`src/hw/rtl/mrf_pkg.sv`:
```
// ----------------------------------------------------------------------------
// mrf_pkg
// Types, codes and the crc step shared by the response framer modules.
// ----------------------------------------------------------------------------
package mrf_pkg;

	localparam int MAX_FRAME_BYTES = 256;

	// item kinds
	localparam logic [1:0] KIND_START = 2'd0;
	localparam logic [1:0] KIND_BYTE  = 2'd1;
	localparam logic [1:0] KIND_GAP   = 2'd2;

	// end causes
	localparam logic [1:0] CAUSE_NONE   = 2'd0;
	localparam logic [1:0] CAUSE_LIMIT  = 2'd1;
	localparam logic [1:0] CAUSE_BUDGET = 2'd2;
	localparam logic [1:0] CAUSE_GAP    = 2'd3;

	// configuration register indexes
	localparam int CFG_INDEX_W = 1;
	localparam logic [CFG_INDEX_W-1:0] CFG_SLAVE_ADDRESS = 1'd0;
	localparam logic [CFG_INDEX_W-1:0] CFG_LENGTH_LIMIT  = 1'd1;
	localparam int CFG_DATA_W = 9;

	localparam logic [7:0]  SLAVE_ADDRESS_RESET = 8'h98;
	localparam logic [8:0]  LENGTH_LIMIT_RESET  = 9'd256;

	// function codes
	localparam logic [7:0] FC_READ_HOLDING = 8'h03;
	localparam logic [7:0] FC_READ_INPUT   = 8'h04;
	localparam logic [7:0] FC_WRITE_SINGLE = 8'h06;

	localparam logic [10:0] BUDGET_BONUS   = 11'd10;
	localparam logic [8:0]  BYTE_COUNT_POS = 9'd2;
	localparam logic [8:0]  MIN_CRC_LENGTH = 9'd4;

	localparam logic [15:0] CRC_INIT = 16'hFFFF;
	localparam logic [15:0] CRC_POLY = 16'hA001;

	typedef enum logic [1:0] {
		PH_IDLE,
		PH_HUNT,
		PH_WAIT,
		PH_COLLECT
	} phase_t;

	typedef struct packed {
		logic [1:0] kind;
		logic [7:0] data_byte;
		logic [9:0] budget;
	} item_t;

	typedef struct packed {
		logic [7:0] frame_byte;
		logic [7:0] position;
		logic       byte_valid;
		logic       frame_end;
		logic [1:0] end_cause;
		logic [8:0] frame_length;
		logic       crc_ok;
	} result_t;

	// results handed from the framer to the result queue in one cycle
	typedef struct packed {
		logic [1:0] cnt;
		result_t    first;
		result_t    second;
	} push_t;

	// one byte of the reflected modbus crc
	function automatic logic [15:0] crc_feed(input logic [15:0] crc, input logic [7:0] b);
		logic [15:0] c;
		c = crc ^ {8'h00, b};
		for (int i = 0; i < 8; i++) begin
			if (c[0]) begin
				c = (c >> 1) ^ CRC_POLY;
			end else begin
				c = c >> 1;
			end
		end
		return c;
	endfunction

	localparam logic [15:0] CRC_ADDR_RESET = crc_feed(CRC_INIT, SLAVE_ADDRESS_RESET);

endpackage

```
`src/hw/rtl/mrf_res_fifo.sv`:
```
// ----------------------------------------------------------------------------
// mrf_res_fifo
// Small result queue: takes up to two results a cycle, hands out one.
// ----------------------------------------------------------------------------
module mrf_res_fifo (
	input  logic            clk,
	input  logic            arst_n,
	input  mrf_pkg::push_t  push,
	output logic            room2,
	output logic            result_valid,
	input  logic            result_ready,
	output mrf_pkg::result_t result
);
	import mrf_pkg::*;

	localparam int DEPTH = 4;
	localparam int PTR_W = $clog2(DEPTH);
	localparam int CNT_W = $clog2(DEPTH + 1);

	result_t            mem_q [DEPTH];
	logic [PTR_W-1:0]   wr_ptr_q;
	logic [PTR_W-1:0]   rd_ptr_q;
	logic [CNT_W-1:0]   count_q;
	logic [PTR_W-1:0]   wr_next;
	logic               pop;

	assign wr_next      = wr_ptr_q + PTR_W'(1);
	assign pop          = result_valid && result_ready;
	assign result_valid = (count_q != '0);
	assign result       = mem_q[rd_ptr_q];
	assign room2        = (count_q <= CNT_W'(DEPTH - 2));

	always_ff @(posedge clk) begin
		if (push.cnt != 2'd0) begin
			mem_q[wr_ptr_q] <= push.first;
		end
		if (push.cnt == 2'd2) begin
			mem_q[wr_next] <= push.second;
		end
	end

	always_ff @(posedge clk or negedge arst_n) begin
		if (!arst_n) begin
			wr_ptr_q <= '0;
			rd_ptr_q <= '0;
			count_q  <= '0;
		end else begin
			wr_ptr_q <= wr_ptr_q + PTR_W'(push.cnt);
			if (pop) begin
				rd_ptr_q <= rd_ptr_q + PTR_W'(1);
			end
			count_q <= count_q + CNT_W'(push.cnt) - CNT_W'(pop);
		end
	end

endmodule

```
`src/hw/rtl/mrf_core.sv`:
```
// ----------------------------------------------------------------------------
// mrf_core
// Input register, configuration registers and the framing state machine.
// ----------------------------------------------------------------------------
module mrf_core (
	input  logic                                 clk,
	input  logic                                 arst_n,
	input  logic                                 item_valid,
	output logic                                 item_ready,
	input  mrf_pkg::item_t                       item,
	input  logic                                 cfg_valid,
	output logic                                 cfg_ready,
	input  logic [mrf_pkg::CFG_INDEX_W-1:0]      cfg_index,
	input  logic [mrf_pkg::CFG_DATA_W-1:0]       cfg_data,
	input  logic                                 room2,
	output mrf_pkg::push_t                       push
);
	import mrf_pkg::*;

	item_t        item_s1;
	logic         valid_s1;
	logic         advance;

	logic [7:0]   slave_addr_q;
	logic [8:0]   length_limit_q;
	logic [15:0]  crc_addr_q;

	phase_t       phase_q, phase_d;
	logic [10:0]  budget_q, budget_d;
	logic [8:0]   count_q, count_d;
	logic         fc34_q, fc34_d;
	logic [15:0]  crc_q, crc_d;

	logic [8:0]   limit;
	logic [10:0]  bud_dec;
	logic [10:0]  bud_add;
	logic [15:0]  crc_byte;
	logic [15:0]  crc_code;
	logic [8:0]   count_inc;
	logic         is_code;
	logic         check_now;
	logic         check_next;
	logic [7:0]   data;

	assign cfg_ready  = 1'b1;
	assign advance    = valid_s1 && room2;
	assign item_ready = !valid_s1 || room2;

	always_ff @(posedge clk or negedge arst_n) begin
		if (!arst_n) begin
			valid_s1 <= 1'b0;
		end else if (item_ready) begin
			valid_s1 <= item_valid;
		end
	end

	always_ff @(posedge clk) begin
		if (item_ready && item_valid) begin
			item_s1 <= item;
		end
	end

	// the address byte's crc is kept ready so code acceptance needs one crc step
	always_ff @(posedge clk or negedge arst_n) begin
		if (!arst_n) begin
			slave_addr_q   <= SLAVE_ADDRESS_RESET;
			length_limit_q <= LENGTH_LIMIT_RESET;
			crc_addr_q     <= CRC_ADDR_RESET;
		end else if (cfg_valid && cfg_ready) begin
			case (cfg_index)
				CFG_SLAVE_ADDRESS: begin
					slave_addr_q <= cfg_data[7:0];
					crc_addr_q   <= crc_feed(CRC_INIT, cfg_data[7:0]);
				end
				CFG_LENGTH_LIMIT: begin
					length_limit_q <= cfg_data;
				end
				default: ;
			endcase
		end
	end

	always_ff @(posedge clk or negedge arst_n) begin
		if (!arst_n) begin
			phase_q  <= PH_IDLE;
			budget_q <= '0;
			count_q  <= '0;
			fc34_q   <= 1'b0;
			crc_q    <= CRC_INIT;
		end else begin
			phase_q  <= phase_d;
			budget_q <= budget_d;
			count_q  <= count_d;
			fc34_q   <= fc34_d;
			crc_q    <= crc_d;
		end
	end

	always_comb begin
		limit = length_limit_q;
		if (length_limit_q == 9'd0) begin
			limit = 9'd1;
		end
		if (32'(length_limit_q) > MAX_FRAME_BYTES) begin
			limit = 9'(MAX_FRAME_BYTES);
		end
	end

	always_comb begin
		data       = item_s1.data_byte;
		bud_dec    = (budget_q != '0) ? budget_q - 11'd1 : budget_q;
		bud_add    = bud_dec + ((count_q == BYTE_COUNT_POS && fc34_q) ?
		             {3'b000, data} : 11'd0);
		crc_byte   = crc_feed(crc_q, data);
		crc_code   = crc_feed(crc_addr_q, data);
		count_inc  = count_q + 9'd1;
		is_code    = data inside {FC_READ_HOLDING, FC_READ_INPUT, FC_WRITE_SINGLE};
		check_now  = (count_q >= MIN_CRC_LENGTH) && (crc_q == '0);
		check_next = (count_inc >= MIN_CRC_LENGTH) && (crc_byte == '0);

		phase_d  = phase_q;
		budget_d = budget_q;
		count_d  = count_q;
		fc34_d   = fc34_q;
		crc_d    = crc_q;
		push     = '0;

		if (advance) begin
			case (item_s1.kind)
				KIND_START: begin
					count_d  = '0;
					fc34_d   = 1'b0;
					crc_d    = CRC_INIT;
					budget_d = {1'b0, item_s1.budget};
					if (item_s1.budget == '0) begin
						phase_d                = PH_IDLE;
						push.cnt               = 2'd1;
						push.first.frame_end   = 1'b1;
						push.first.end_cause   = CAUSE_BUDGET;
					end else begin
						phase_d = PH_HUNT;
					end
				end
				KIND_GAP: begin
					if (phase_q != PH_IDLE) begin
						phase_d                 = PH_IDLE;
						push.cnt                = 2'd1;
						push.first.frame_end    = 1'b1;
						push.first.end_cause    = CAUSE_GAP;
						push.first.frame_length = count_q;
						push.first.crc_ok       = check_now;
					end
				end
				KIND_BYTE: begin
					case (phase_q)
						PH_HUNT, PH_WAIT: begin
							budget_d = bud_dec;
							if (phase_q == PH_WAIT && is_code) begin
								fc34_d   = (data == FC_READ_HOLDING) || (data == FC_READ_INPUT);
								count_d  = 9'd2;
								crc_d    = crc_code;
								budget_d = bud_dec + BUDGET_BONUS;
								phase_d  = PH_COLLECT;
								push.cnt = 2'd2;
								push.first.frame_byte  = slave_addr_q;
								push.first.byte_valid  = 1'b1;
								push.second.frame_byte = data;
								push.second.position   = 8'd1;
								push.second.byte_valid = 1'b1;
							end else begin
								if (data == slave_addr_q) begin
									phase_d = PH_WAIT;
								end else if (phase_q == PH_WAIT) begin
									phase_d = PH_HUNT;
								end
								if (bud_dec == '0) begin
									phase_d                 = PH_IDLE;
									push.cnt                = 2'd1;
									push.first.frame_end    = 1'b1;
									push.first.end_cause    = CAUSE_BUDGET;
									push.first.frame_length = count_q;
									push.first.crc_ok       = check_now;
								end
							end
						end
						PH_COLLECT: begin
							budget_d = bud_add;
							crc_d    = crc_byte;
							count_d  = count_inc;
							push.cnt = 2'd1;
							push.first.frame_byte = data;
							push.first.position   = count_q[7:0];
							push.first.byte_valid = 1'b1;
							// the length limit wins over a spent budget
							if (count_inc >= limit || bud_add == '0) begin
								phase_d                 = PH_IDLE;
								push.first.frame_end    = 1'b1;
								push.first.end_cause    = (count_inc >= limit) ?
								                          CAUSE_LIMIT : CAUSE_BUDGET;
								push.first.frame_length = count_inc;
								push.first.crc_ok       = check_next;
							end
						end
						default: ;
					endcase
				end
				default: ;
			endcase
		end
	end

endmodule

```
`src/hw/rtl/modbus_response_framer_top.sv`:
```
// ----------------------------------------------------------------------------
// modbus_response_framer_top
// Modbus RTU response framer: address/code hunt, budgeted collect, crc check.
// ----------------------------------------------------------------------------
// One item is taken every cycle while the result queue has room for two
// results. An item is held in the input register, where the framing state
// machine and two eight-step crc byte updates decide its results, and its
// results are then written into the result queue. An accepted function code
// yields two results (address and code) that leave one after the other;
// every other item yields at most one. The four-entry result queue sets
// the stall point: the input stalls only when three or more are held back.
module modbus_response_framer_top (
	input  logic                             clk,
	input  logic                             arst_n,
	input  logic                             item_valid,
	output logic                             item_ready,
	input  mrf_pkg::item_t                   item,
	output logic                             result_valid,
	input  logic                             result_ready,
	output mrf_pkg::result_t                 result,
	input  logic                             cfg_valid,
	output logic                             cfg_ready,
	input  logic [mrf_pkg::CFG_INDEX_W-1:0]  cfg_index,
	input  logic [mrf_pkg::CFG_DATA_W-1:0]   cfg_data
);
	import mrf_pkg::*;

	push_t push;
	logic  room2;

	mrf_core u_core (
		.clk        (clk),
		.arst_n     (arst_n),
		.item_valid (item_valid),
		.item_ready (item_ready),
		.item       (item),
		.cfg_valid  (cfg_valid),
		.cfg_ready  (cfg_ready),
		.cfg_index  (cfg_index),
		.cfg_data   (cfg_data),
		.room2      (room2),
		.push       (push)
	);

	mrf_res_fifo u_res_fifo (
		.clk          (clk),
		.arst_n       (arst_n),
		.push         (push),
		.room2        (room2),
		.result_valid (result_valid),
		.result_ready (result_ready),
		.result       (result)
	);

endmodule

```
`config.mk`:
```
export PLATFORM = sky130hd
export DESIGN_NAME = modbus_response_framer_top
export DESIGN_NICKNAME = d
export VERILOG_FILES = /design/src/hw/rtl/mrf_pkg.sv /design/src/hw/rtl/mrf_res_fifo.sv /design/src/hw/rtl/mrf_core.sv /design/src/hw/rtl/modbus_response_framer_top.sv
export SDC_FILE = /design/constraint.sdc
export NUM_CORES = 1
export LEC_CHECK = 0
export BUFFER_PORTS_ARGS = -buffer_cell sky130_fd_sc_hd__buf_2
export CELL_PAD_IN_SITES_DETAIL_PLACEMENT = 0
export CELL_PAD_IN_SITES_GLOBAL_PLACEMENT = 2
export CORE_UTILIZATION = 43
export DETAILED_ROUTE_END_ITERATION = 16
export GPL_TIMING_DRIVEN = 0
export PLACE_DENSITY = 0.9
export SKIP_LAST_GASP = 1
export SLEW_MARGIN = 15
export SYNTH_ARGS = -nofsm -noshare
export SYNTH_HDL_FRONTEND = slang
export SYNTH_HIERARCHICAL = 1
export SYNTH_SLANG_ARGS = --single-unit
```
`constraint.sdc`:
```
create_clock -name clk -period 6.4 [get_ports clk]
set_input_delay 0.64 -clock clk [delete_from_list [all_inputs] [get_ports clk]]
set_output_delay 0.64 -clock clk [all_outputs]
set_load 0.02 [all_outputs]
```
# Yosys cells after proc, flatten, opt, wreduce, memory -nomap -nowiden
# Memory sizes are Yosys's and may differ from the RTL's.
# Index checks and enable logic that the tools add are counted.
totals:
  memories: 1
  out_inout_bits: 33
  regBits: 100
  ramBits: 120
  in_bits: 35
op_classes:
  n_lt_le_gt_ge: 5
  n_reduce_logical: 32
  n_addsub: 9
  mux: 90
  n_eq_ne: 18
  bitwise: 28
mem_list:
  columns: ["memory", "words", "word_bits", "rd", "rd_ports_with_merged_regs", "wr", "line_no", "source"]
  rows:
  - ["u_res_fifo.mem_q", 4, 30, 1, 0, 2, "mrf_res_fifo.sv:20", "result_t mem_q [DEPTH];"]
op_table:
  columns: ["operator", "count"]
  rows:
  - ["16-bit two-way mux", 39]
  - ["2-bit inverter with 3-bit output", 24]
  - ["17-bit two-way mux", 4]
  - ["16-bit case mux with 2 select lines", 2]
  - ["13-bit two-way mux", 4]
  - ["49-bit two-way mux", 1]
  - ["11-bit case mux with 2 select lines", 2]
  - ["10-bit case mux with 2 select lines", 2]
  - ["9-bit case mux with 2 select lines", 2]
  - ["16-bit logical NOT", 2]
  - ["16-bit by 8-bit bitwise XOR with 16-bit output", 2]
  - ["14-bit case mux with 2 select lines", 1]
  - ["9-bit two-way mux", 3]
  - ["8-bit two-way mux", 3]
  - ["11-bit logical NOT", 2]
  - ["11-bit two-way mux", 2]
  - ["9-bit by 3-bit >= comparator with 1-bit output, second input constant", 2]
  - ["8-bit by 3-bit equality test with 1-bit output, second input constant", 2]
  - ["2-bit two-way mux", 8]
  - ["8-bit inverter with 16-bit output", 1]
  - ["2-bit case mux with 3 select lines", 2]
  - ["11-bit adder", 1]
  - ["11-bit by 4-bit adder with 11-bit output, second input constant", 1]
  - ["1-bit two-way mux", 11]
  - ["other kinds (38)", 59]

# Longest topological paths before layout
# Gate-level depths: netlist (run 1).
logic_depth:
  ltp_word: 31
  ltp_mapped: 19

# Cells and area by module
# Netlist (run 1), hierarchy kept.
modules_own_cells:
  columns: ["mod", "cells_each", "seq_area_each_um2", "n_inst", "area_per_inst_um2"]
  rows:
  - ["mrf_core", 792, 2309.7, 1, 6750.2]
  - ["mrf_res_fifo", 330, 3778.6, 1, 6462.4]

# Least setup slack after synthesis (run 1)
# No wires, ideal clock.
synth_timing:
  path_type: "reg2reg"
  start: "reg u_core.budget_q[0]"
  end: "mem u_res_fifo/mem_q[0][0] (netlist name), enable pin"
  stages_incl_launch_ff: 14
  setup_slack_ns: 0.657
  required_time_ns: 5.941
  t_arrival_ns: 5.284
  setup_ns: 0.459
  path_cell_list: "dfrtp_1 > inv_1 > ha_1 > nor3b_1 > nand3b_1 > a31oi_1 > inv_1 > nor4_1 > and2_1 > and3_1 > o21ai_0 > a21oi_1 > o21bai_1 > o21ai_0"
synth_rtl:
  columns: ["element", "line_no", "source"]
  rows:
  - ["from (decl)", "mrf_core.sv:29", "logic [10:0] budget_q, budget_d;"]
  - ["from (signal assigned)", "mrf_core.sv:92", "budget_q <= budget_d;"]
  - ["to (decl)", "mrf_res_fifo.sv:20", null]

==> results.sh, run 1 <==
export IMPL_status="finished, final reports clean"
export IMPL_r2r_start="u_core/budget_q[0]"
export IMPL_synth_top_cell_area_share_pct=31.82
export IMPL_dpl_hpwl_mm=24.04
export IMPL_relSlewSlack_pct=24.53
export IMPL_syn_area_per_cell_um2=11.78
export IMPL_avgRoutedWirePerCell_um=19.80
export IMPL_worst_ir_drop_vdd_v=0.0002604
export IMPL_wl_met1_mm=14.98
export IMPL_synth_common_cells="edfxtp_1 (140), nand2_1 (98), mux2_2 (78)"
export IMPL_clockRootBuffer="clkbuf_16"
export IMPL_end_kind="register"
export IMPL_max_freq_ghz=0.1773
export IMPL_post_cts_buffers=0
export IMPL_area_growth_syn_to_layout_pct=14.03
export IMPL_slowest_delay_ps=560
export IMPL_post_synth_top_area_cell="edfxtp_1"
export IMPL_whs_ps=12.36
export IMPL_final_nets=1316
export IMPL_cts_made_buffers=25
export IMPL_drcViolationCount=0
export IMPL_min_path_type="input port to asynchronous set/reset pin"
export IMPL_combPwrFrac_pct=40.5
export IMPL_cp_max_fo=10
export IMPL_pwr_share_clk_pct=25.2
export IMPL_rsz0062_at_grt="no"
export IMPL_fin_worst_skew_ps=14.75
export IMPL_timing_final_crit_share_pct=88.15
export IMPL_drtAntennaViolNets=0
export IMPL_top_layer="met4"
export IMPL_worstReg2RegEnd="u_res_fifo/mem_q[1][2]"
export IMPL_vias=8923
export IMPL_diodes=0
export IMPL_cts_max_level=1
export IMPL_synth_seq_cells=214
export IMPL_multiInputGateArea_um2=6571
export IMPL_syn_area_um2=13210
export IMPL_critical_path_slowest_cell="nor3b_1"
export IMPL_power_density_nw_per_um2=361.7
export IMPL_clk_pin_slew_ps=60
export IMPL_yosysSeqAreaShare_pct=46.08
export IMPL_die_x_um=177.3
export IMPL_hold_buffers=0
export IMPL_clock_latency_ps=540
export IMPL_wl_met2_mm=15.66
export IMPL_p_int_mw=3.387
export IMPL_crit_type="register to register"
export IMPL_setup_violations_final=0
export IMPL_vias_per_cell=5.408
export IMPL_grt_max_degree=54
export IMPL_drive_above_1_share_pct=28.33
export IMPL_crit_chain="inv_1 > ha_1 > nor3b_1 > nand3_1 > a21oi_1 > inv_1 > fa_1 > nand2b_1 > a21oi_1 > o31ai_1 > a21o_1 > a211o_1 > a211o_1 > buf_6 > o21ai_0 > mux2_2"
export IMPL_dpl_cell_area_um2=14260
export IMPL_yosysWarnings=6
export IMPL_cts_tree="done"
export IMPL_synth_edf_count=140
export IMPL_fin_util_pct=50.30
export IMPL_grtUsageTotal_pct=21.31
export IMPL_reg2reg_depth=16
export IMPL_synth_most_common_cell="edfxtp_1"
export IMPL_crit_required_ps=6800
export IMPL_p_leak_nw=5.918
export IMPL_arrival_ps=6050
export IMPL_p_seq_share_pct=34.3
export IMPL_grt_pass1_wl_mm=51.60
export IMPL_clock_path_buffers=3
export IMPL_synth_cells=1122
export IMPL_power_mw=5.450
export IMPL_finalSetupTns_ps=0
export IMPL_switching_power_mw=2.063
export IMPL_fin_area_um2=15070
export IMPL_coreArea_um2=29950
export IMPL_power_switching_share_pct=37.85
export IMPL_grt_pass1_vias=9164
export IMPL_synth_ff_type="edfxtp_1"
export IMPL_gp_congestion=0.8562
export IMPL_period_needed_ps=5641
export IMPL_seq_area_um2=6088
export IMPL_io_pins=68
export IMPL_route_met3_wl_mm=1.328
export IMPL_start_util_pct=44.11
export IMPL_async_flop_share_pct=34.58
export IMPL_drv_cap=0
export IMPL_tightest_slew_ps=1132
export IMPL_finalMaxSlewViolations=0
export IMPL_numClockSinks=214
export IMPL_fillers=2662
export IMPL_drt_initial_drc_count=616
export IMPL_hold_viol=0
export IMPL_chipHeight_um=177.3
export IMPL_yosys_top_cells_area="edfxtp_1 (32%), dfrtp_1 (9.1%), mux2_2 (6.6%)"
export IMPL_num_rows=63
export IMPL_die_area_um2=31430
export IMPL_rrSetupSlack_ps=760
export IMPL_io_buffer_count=66
export IMPL_grt_overflow_total=0
export IMPL_yosysUniqueCellTypes=67
export IMPL_start_kind="register"
export IMPL_wirelength_mm=32.67
export IMPL_dr_pass1_iters=5
export IMPL_cts_resized=0
export IMPL_grt_antenna_before_repair=0
[placed cells by master, fill, tap and decap left out, drive strengths merged, types with 7 or more instances in the layout]
cell    instances
edfxtp        140
mux2          134
buf           122
nand2          98
clkbuf         68
o21ai          59
nor2           57
xnor2          55
dfrtp          48
inv            42
ha             38
xor2           32
mux4           30
a21oi          29
dfstp          26
and2           25
conb           23
nand3          18
nor3           18
nor4           17
a31oi          15
nand2b         14
o31ai          12
mux2i          10
clkinv          9
o21a            8
or4             8
and3            8
nor2b           8
a22oi           8
o22ai           7
[state kept, by name (all words and copies together) (netlist names), 9 cells and up]
signal / count
u_core/budget_q: 11
u_core/count_q: 9
u_core/crc_addr_q: 10
u_core/crc_q: 16
u_core/item_s1: 12
u_core/length_limit_q: 9
u_res_fifo/mem_q: 120
[per-layer routing]
layer  vias up  track usage [%]
met4         0            4.950
met3        39            2.442
met2       216            36.52
li1       4327                -
met5         -                0
met1      4341            28.77
[worst max-delay path by stage]
stage                       start                       to  slack [ps]
2_1_floorplan  u_core/budget_q[0]   u_res_fifo/mem_q[0][0]         660
3_3_place_gp   u_core/budget_q[0]  u_res_fifo/mem_q[0][10]       -2060
3_5_place_dp   u_core/budget_q[0]   u_res_fifo/mem_q[0][9]         840
4_1_cts        u_core/budget_q[0]   u_res_fifo/mem_q[0][9]         810
5_1_grt        u_core/budget_q[0]   u_res_fifo/mem_q[0][9]          20
6_report       u_core/budget_q[0]   u_res_fifo/mem_q[1][2]         760
[critical path, delay by kind of cell, from the launching register on]
kind	cells	cell delay (ps)
mux	1	280
fa+ha+maj	2	750
compound gates	7	2430
flops	1	450
simple gates	3	1170
buf+inv	3	430
[per-stage QoR]
stage / instances / setup slack (ps)
after floorplan: 1143 / 657.0
after global placement: 1599 / -2062
after detailed placement: 1604 / 838.8
after CTS: 1650 / 814.3
after global routing: 1650 / 24.50
final: 1650 / 758.6
[power groups by stage]
stage               registers [mW]  logic, mW  clock network (mW)
floorplan                     1.83       1.66                   0
global placement              1.89       2.17                   0
detailed placement            1.89       2.20                   0
CTS                           1.87       2.21                1.40
global route                  1.89       2.43                1.46
finish                        1.87       2.21                1.37
[logic make-up after synthesis]
kind of cell,share of synthesized area (%)
AOI/OAI and AO/OA,9.432
xor gates and xnor gates,5.767
adders and majority gates,3.902
buffers and inverters,5.066
DFF,46.08
muxes,18.80
other,0.05684
and+or+nand+nor,10.90
[layout make-up]
type / count / share of cell area [%]
repair buffers: 71 / 2.973
well taps: 390 / 3.239
plain buffers: 85 / 3.446
multi-input cells: 804 / 43.61
clock inverters: 12 / 0.5315
inverters: 40 / 0.9965
flip-flops and latches: 214 / 40.41
clock buffers: 34 / 4.792
Note: power is estimated with default switching activity, not from simulation.
==> run 2: changes to the inputs <==
BUFFER_PORTS_ARGS = -buffer_cell sky130_fd_sc_hd__buf_4   (was -buffer_cell sky130_fd_sc_hd__buf_2)
==> run 2 against run 1 <==
  * Sequential cell count stayed put
  * Non-clock buffer count is 1 lower
  * Hold slack better by 260 ps
  * Clock power is 5% lower
  * First-iteration DRC count is 18% lower
  * Power is 0.20% lower
  * Largest power group unchanged
==> results.sh, run 2 (synthesized netlist as in run 1, its figures left out) <==
export IMPL_clock_path_buffers=3
export IMPL_cts_max_level=1
export IMPL_end_kind="register"
export IMPL_min_path_type="input port to register"
export IMPL_crit_type="register to register"
export IMPL_clock_latency_ps=540
export IMPL_start_util_pct=44.11
export IMPL_p_leak_nw=5.931
export IMPL_coreArea_um2=29950
export IMPL_multiInputGateArea_um2=6571
export IMPL_tightest_slew_ps=1166
export IMPL_die_x_um=177.3
export IMPL_dr_pass1_iters=5
export IMPL_holdPathEnd="u_core/item_s1[19]"
export IMPL_cp_max_fo=10
export IMPL_clockRootBuffer="clkbuf_16"
export IMPL_relSlewSlack_pct=22.30
export IMPL_start_kind="register"
export IMPL_avgRoutedWirePerCell_um=19.56
export IMPL_worst_ir_drop_vdd_v=0.0003613
export IMPL_diodes=0
export IMPL_die_area_um2=31430
export IMPL_wirelength_mm=32.24
export IMPL_arrival_ps=6050
export IMPL_num_rows=63
export IMPL_max_freq_ghz=0.1771
export IMPL_timing_final_crit_share_pct=88.24
export IMPL_drtAntennaViolNets=0
export IMPL_drive_above_1_share_pct=27.98
export IMPL_cts_made_buffers=25
export IMPL_vias_per_cell=5.373
export IMPL_cts_resized=0
export IMPL_drt_initial_drc_count=505
export IMPL_rrSetupSlack_ps=750
export IMPL_dpl_cell_area_um2=14410
export IMPL_hold_start="item[19]"
export IMPL_numClockSinks=214
export IMPL_power_density_nw_per_um2=358.9
export IMPL_hold_viol=0
export IMPL_reg2reg_depth=16
export IMPL_rsz0062_at_grt="no"
export IMPL_finalMaxSlewViolations=0
export IMPL_reg_top3="u_res_fifo/mem_q (120), u_core/crc_q (16), u_core/item_s1 (12)"
export IMPL_grt_max_degree=75
export IMPL_final_common_cell="edfxtp_1"
export IMPL_hold_buffers=0
export IMPL_io_buffer_count=66
export IMPL_fin_worst_skew_ps=17.46
export IMPL_drcViolationCount=0
export IMPL_grt_overflow_total=0
export IMPL_grtUsageTotal_pct=21.17
export IMPL_gp_congestion=0.8584
export IMPL_fin_area_um2=15150
export IMPL_chipHeight_um=177.3
export IMPL_vias=8854
export IMPL_dpl_hpwl_mm=23.94
export IMPL_placed_cells=1603
export IMPL_grt_pass1_wl_mm=51.07
export IMPL_crit_required_ps=6810
export IMPL_drv_cap=0
export IMPL_post_cts_buffers=0
export IMPL_final_nets=1315
export IMPL_status="finished, final reports clean"
export IMPL_fillers=2662
export IMPL_cts_tree="done"
export IMPL_seq_area_um2=6088
export IMPL_setup_violations_final=0
export IMPL_io_pins=68
export IMPL_holdPathStages=1
export IMPL_layout_cells_non_filler=1648
export IMPL_largest_register="u_res_fifo/mem_q"
export IMPL_clk_pin_slew_ps=60
export IMPL_grt_pass1_vias=9110
export IMPL_worstReg2RegEnd="u_res_fifo/mem_q[0][9]"
export IMPL_grt_antenna_before_repair=0
export IMPL_area_growth_syn_to_layout_pct=14.68
export IMPL_period_needed_ps=5647
export IMPL_r2r_start="u_core/budget_q[0]"
export IMPL_largest_reg_flops=120
export IMPL_final_cell_mix="edfxtp_1 (140), nand2_1 (98), buf_4 (95)"
-- run 2: cell types whose count changed in the layout (fill, tap and decap cells not counted), sizes merged --
cell	change
clkinvlp	+1
clkinv	+4
clkbuf	-4
buf	-1
inv	-2
-- run 2: worst max-delay path: stages (launching register included) --
cell,delay [ps]
dfrtp_1,440
inv_1,120
ha_1,250
nor3b_1,590
nand3_1,430
a21oi_1,520
inv_1,130
fa_1,460
nand2b_1,200
a21oi_1,210
o31ai_1,190
a21o_1,260
a211o_1,350
a211o_1,380
buf_6,180
o21ai_0,510
mux2_2,280
-- run 2: layout make-up --
type | count | share of cell area, %
inverter | 40 | 0.9909
multi-input combinational | 804 | 43.37
timing repair buffer | 70 | 3.898
sequential | 214 | 40.18
clock buffer | 30 | 4.253
tap | 390 | 3.220
clock inverter | 15 | 0.6606
buffer | 85 | 3.427
-- run 2: worst max-delay path by stage --
stage / start / to / slack (ps) / cells past startpoint
finish: u_core/budget_q[0] / u_res_fifo/mem_q[0][9] / 750 / 16
floorplan: u_core/budget_q[0] / u_res_fifo/mem_q[0][0] / 660 / 13
global route: u_core/budget_q[0] / u_res_fifo/mem_q[0][2] / 200 / 16
global placement: u_core/budget_q[0] / u_res_fifo/mem_q[0][13] / -1970 / 13
detailed placement: u_core/budget_q[0] / u_res_fifo/mem_q[0][9] / 740 / 16
CTS: u_core/budget_q[0] / u_res_fifo/mem_q[0][9] / 700 / 16
-- run 2: per-layer routing --
| layer | share of wire, % | global-route usage (%) | vias to the layer above |
|---|---|---|---|
| met5 | 0 | 0 | - |
| met4 | 2.8 | 6.161 | 0 |
| met3 | 4.0 | 2.614 | 52 |
| met2 | 47 | 35.76 | 188 |
| met1 | 46 | 28.44 | 4299 |
| li1 | - | - | 4315 |
-- run 2: where the power goes --
part / internal, mW / total (mW) / switching, mW
Clock: 0.723 / 1.30 / 0.573
Combinational: 0.953 / 2.27 / 1.32
Sequential: 1.70 / 1.87 / 0.169
Total: 3.38 / 5.44 / 2.06
-- run 2: per-stage QoR --
stage               setup slack (ps)  total power, mW  utilization, %  TNS, ps  hold WS (ps)
floorplan                      657.0            3.492               -        0         344.4
global placement               -1973            4.133           47.66  -105140         476.3
detailed placement             735.3            4.162           48.10        0         484.0
CTS                            695.6            5.481           50.58        0         249.5
global route                   198.1            5.776           50.58        0         251.4
finish                         752.9            5.439           50.58        0         272.5
==> run 3: changes to the inputs <==
RECOVER_POWER = 100   (was default)
==> run 3 against run 2 <==
  * The flow now finishes with violations (max-capacitance violations, max-slew violations)
  * Global-route usage is the same
  * Largest cell class unchanged
  * Sequential power is essentially flat
  * First-iteration DRC count shrank 0.40%
  * Non-clock buffer count is the same
  * Core utilization is 1.3 points lower
  * Die area unchanged
  * Power down 1.9%
  * Final area decreased by 2.6%
  * Maximum frequency decreased by 3.0%
  * Register-to-register slack worse by 170 ps
  * Hold slack improved by 17 ps
  * Routed wire length grew 0.97%
==> results.sh, run 3 (synthesized netlist as in run 1, its figures left out) <==
export IMPL_rsz0062_at_grt="no"
export IMPL_grt_pass1_wl_mm=51.07
export IMPL_grt_pass1_vias=9110
export IMPL_crit_type="register to register"
export IMPL_end_kind="register"
export IMPL_arrival_ps=6110
export IMPL_pwr_share_clk_pct=24.3
export IMPL_setup_violations_final=0
export IMPL_grtUsageTotal_pct=21.17
export IMPL_p_seq_share_pct=35.0
export IMPL_switching_power_mw=2.053
export IMPL_period_needed_ps=5819
export IMPL_cts_resized=0
export IMPL_avgRoutedWirePerCell_um=19.75
export IMPL_largest_reg_flops=120
export IMPL_final_common_cell="edfxtp_1"
export IMPL_cts_tree="done"
export IMPL_area_growth_syn_to_layout_pct=11.65
export IMPL_clk_pin_slew_ps=60
export IMPL_holdPathStages=2
export IMPL_finalMaxSlewViolations=75
export IMPL_grt_max_degree=75
export IMPL_whs_ps=289.7
export IMPL_post_cts_buffers=0
export IMPL_coreArea_um2=29950
export IMPL_die_x_um=177.3
export IMPL_reg2reg_depth=15
export IMPL_num_rows=63
export IMPL_io_buffer_count=66
export IMPL_gp_congestion=0.8584
export IMPL_cts_made_buffers=25
export IMPL_tightest_slew_ps=4365
export IMPL_worst_ir_drop_vdd_v=0.0003604
export IMPL_drive_above_1_share_pct=20.11
export IMPL_clock_path_buffers=3
export IMPL_fin_worst_skew_ps=18.56
export IMPL_cp_max_fo=17
export IMPL_start_util_pct=44.11
export IMPL_min_path_type="input port to register"
export IMPL_drcViolationCount=0
export IMPL_reg_top3="u_res_fifo/mem_q (120), u_core/crc_q (16), u_core/item_s1 (12)"
export IMPL_timing_final_crit_share_pct=90.92
export IMPL_crit_required_ps=6690
export IMPL_p_leak_nw=5.780
export IMPL_dr_pass1_iters=5
export IMPL_clock_latency_ps=540
export IMPL_fin_area_um2=14750
export IMPL_hold_buffers=0
export IMPL_diodes=0
export IMPL_largest_register="u_res_fifo/mem_q"
export IMPL_chipHeight_um=177.3
export IMPL_drv_cap=1
export IMPL_p_int_mw=3.280
export IMPL_io_pins=68
export IMPL_power_mw=5.334
export IMPL_drtAntennaViolNets=0
export IMPL_grt_antenna_before_repair=0
export IMPL_hold_viol=0
export IMPL_cts_max_level=1
export IMPL_vias=8901
export IMPL_numClockSinks=214
export IMPL_status="finished, violations left"
export IMPL_dpl_cell_area_um2=14410
export IMPL_wirelength_mm=32.55
export IMPL_clockRootBuffer="clkbuf_16"
export IMPL_start_kind="register"
export IMPL_drt_initial_drc_count=503
export IMPL_die_area_um2=31430
export IMPL_combPwrFrac_pct=40.7
export IMPL_final_cell_mix="edfxtp_1 (140), nand2_1 (98), clkbuf_1 (85)"
export IMPL_dpl_hpwl_mm=23.94
export IMPL_relSlewSlack_pct=-191.0
export IMPL_power_density_nw_per_um2=361.6
export IMPL_power_switching_share_pct=38.49
export IMPL_vias_per_cell=5.401
export IMPL_final_nets=1315
export IMPL_violations="max-capacitance violations, max-slew violations"
export IMPL_grt_overflow_total=0
export IMPL_max_freq_ghz=0.1718
-- run 3: cell count changes in the layout (fill, tap and decap cells not counted), moves of 3 or more --
| cell | before | now |
|---|---|---|
| buf_4 | 95 | 38 |
| clkbuf_4 | 0 | 20 |
| buf_6 | 11 | 4 |
| and2_1 | 24 | 21 |
| mux2_1 | 3 | 52 |
| clkbuf_1 | 39 | 85 |
| mux2_4 | 53 | 6 |
| and2_0 | 1 | 4 |
-- run 3: power groups by stage --
stage | combinational (mW) | clock (mW) | sequential, mW
after floorplan | 1.66 | 0 | 1.83
after global placement | 2.24 | 0 | 1.89
after detailed placement | 2.27 | 0 | 1.89
after CTS | 2.28 | 1.33 | 1.87
after global routing | 2.40 | 1.38 | 1.90
final | 2.17 | 1.30 | 1.87
-- run 3: final timing paths --
| check | startpoint | endpoint | slack, ps |
|---|---|---|---|
| setup / recovery | u_core/budget_q[0] | u_res_fifo/mem_q[2][15] | 580 |
| hold / removal | item_valid | u_core/valid_s1 | 290 |
| setup reg to reg | u_core/budget_q[0] | u_res_fifo/mem_q[2][15] | 580 |
| hold reg to reg | u_core/crc_addr_q[13] | u_core/crc_addr_q[13] | 490 |
| max in group asynchronous | arst_n | u_core/length_limit_q[1] | 2310 |
| min in group asynchronous | arst_n | u_core/crc_addr_q[0] | 1650 |
-- run 3: cell type report --
cell class                      instances  area [µm²]
Tap cell                              390       488.0
Multi-Input combinational cell        804        6365
Sequential cell                       214        6088
Clock buffer                           30       644.4
Buffer                                 85       449.2
Clock inverter                         15       100.1
Fill cell                            2787       15200
Timing Repair Buffer                   70       466.7
Inverter                               40       150.1
-- run 3: worst max-delay path, cell delays in order, from the launching register on --
cell and delay [ps]:
dfrtp_1 440, inv_1 120, ha_1 250, nor3b_1 620
nand3b_1 130, a31oi_1 460, inv_1 210, nor4_1 450
and2_0 250, and3_1 190, o21ai_0 100, a21oi_1 790
and4bb_1 370, clkbuf_1 330, o21bai_2 560, buf_16 290
-- run 3: layer usage --
metal  global-route usage (%)  up-vias  wire [µm]
met5                        0        -          0
met4                    6.161        0        867
met3                    2.614       50       1335
met2                    35.76      185      15280
met1                    28.44     4350      15070
li1                         -     4316          -
-- run 3: metrics by stage --
step	cells	setup slack [ps]	util [%]	setup TNS, ps
6_report	1648	580.8	49.25	0
3_3_place_gp	1599	-1973	47.66	-105140
3_5_place_dp	1603	735.3	48.10	0
4_1_cts	1648	695.6	50.58	0
2_1_floorplan	1143	657.0	-	0
5_1_grt	1648	122.3	49.25	0
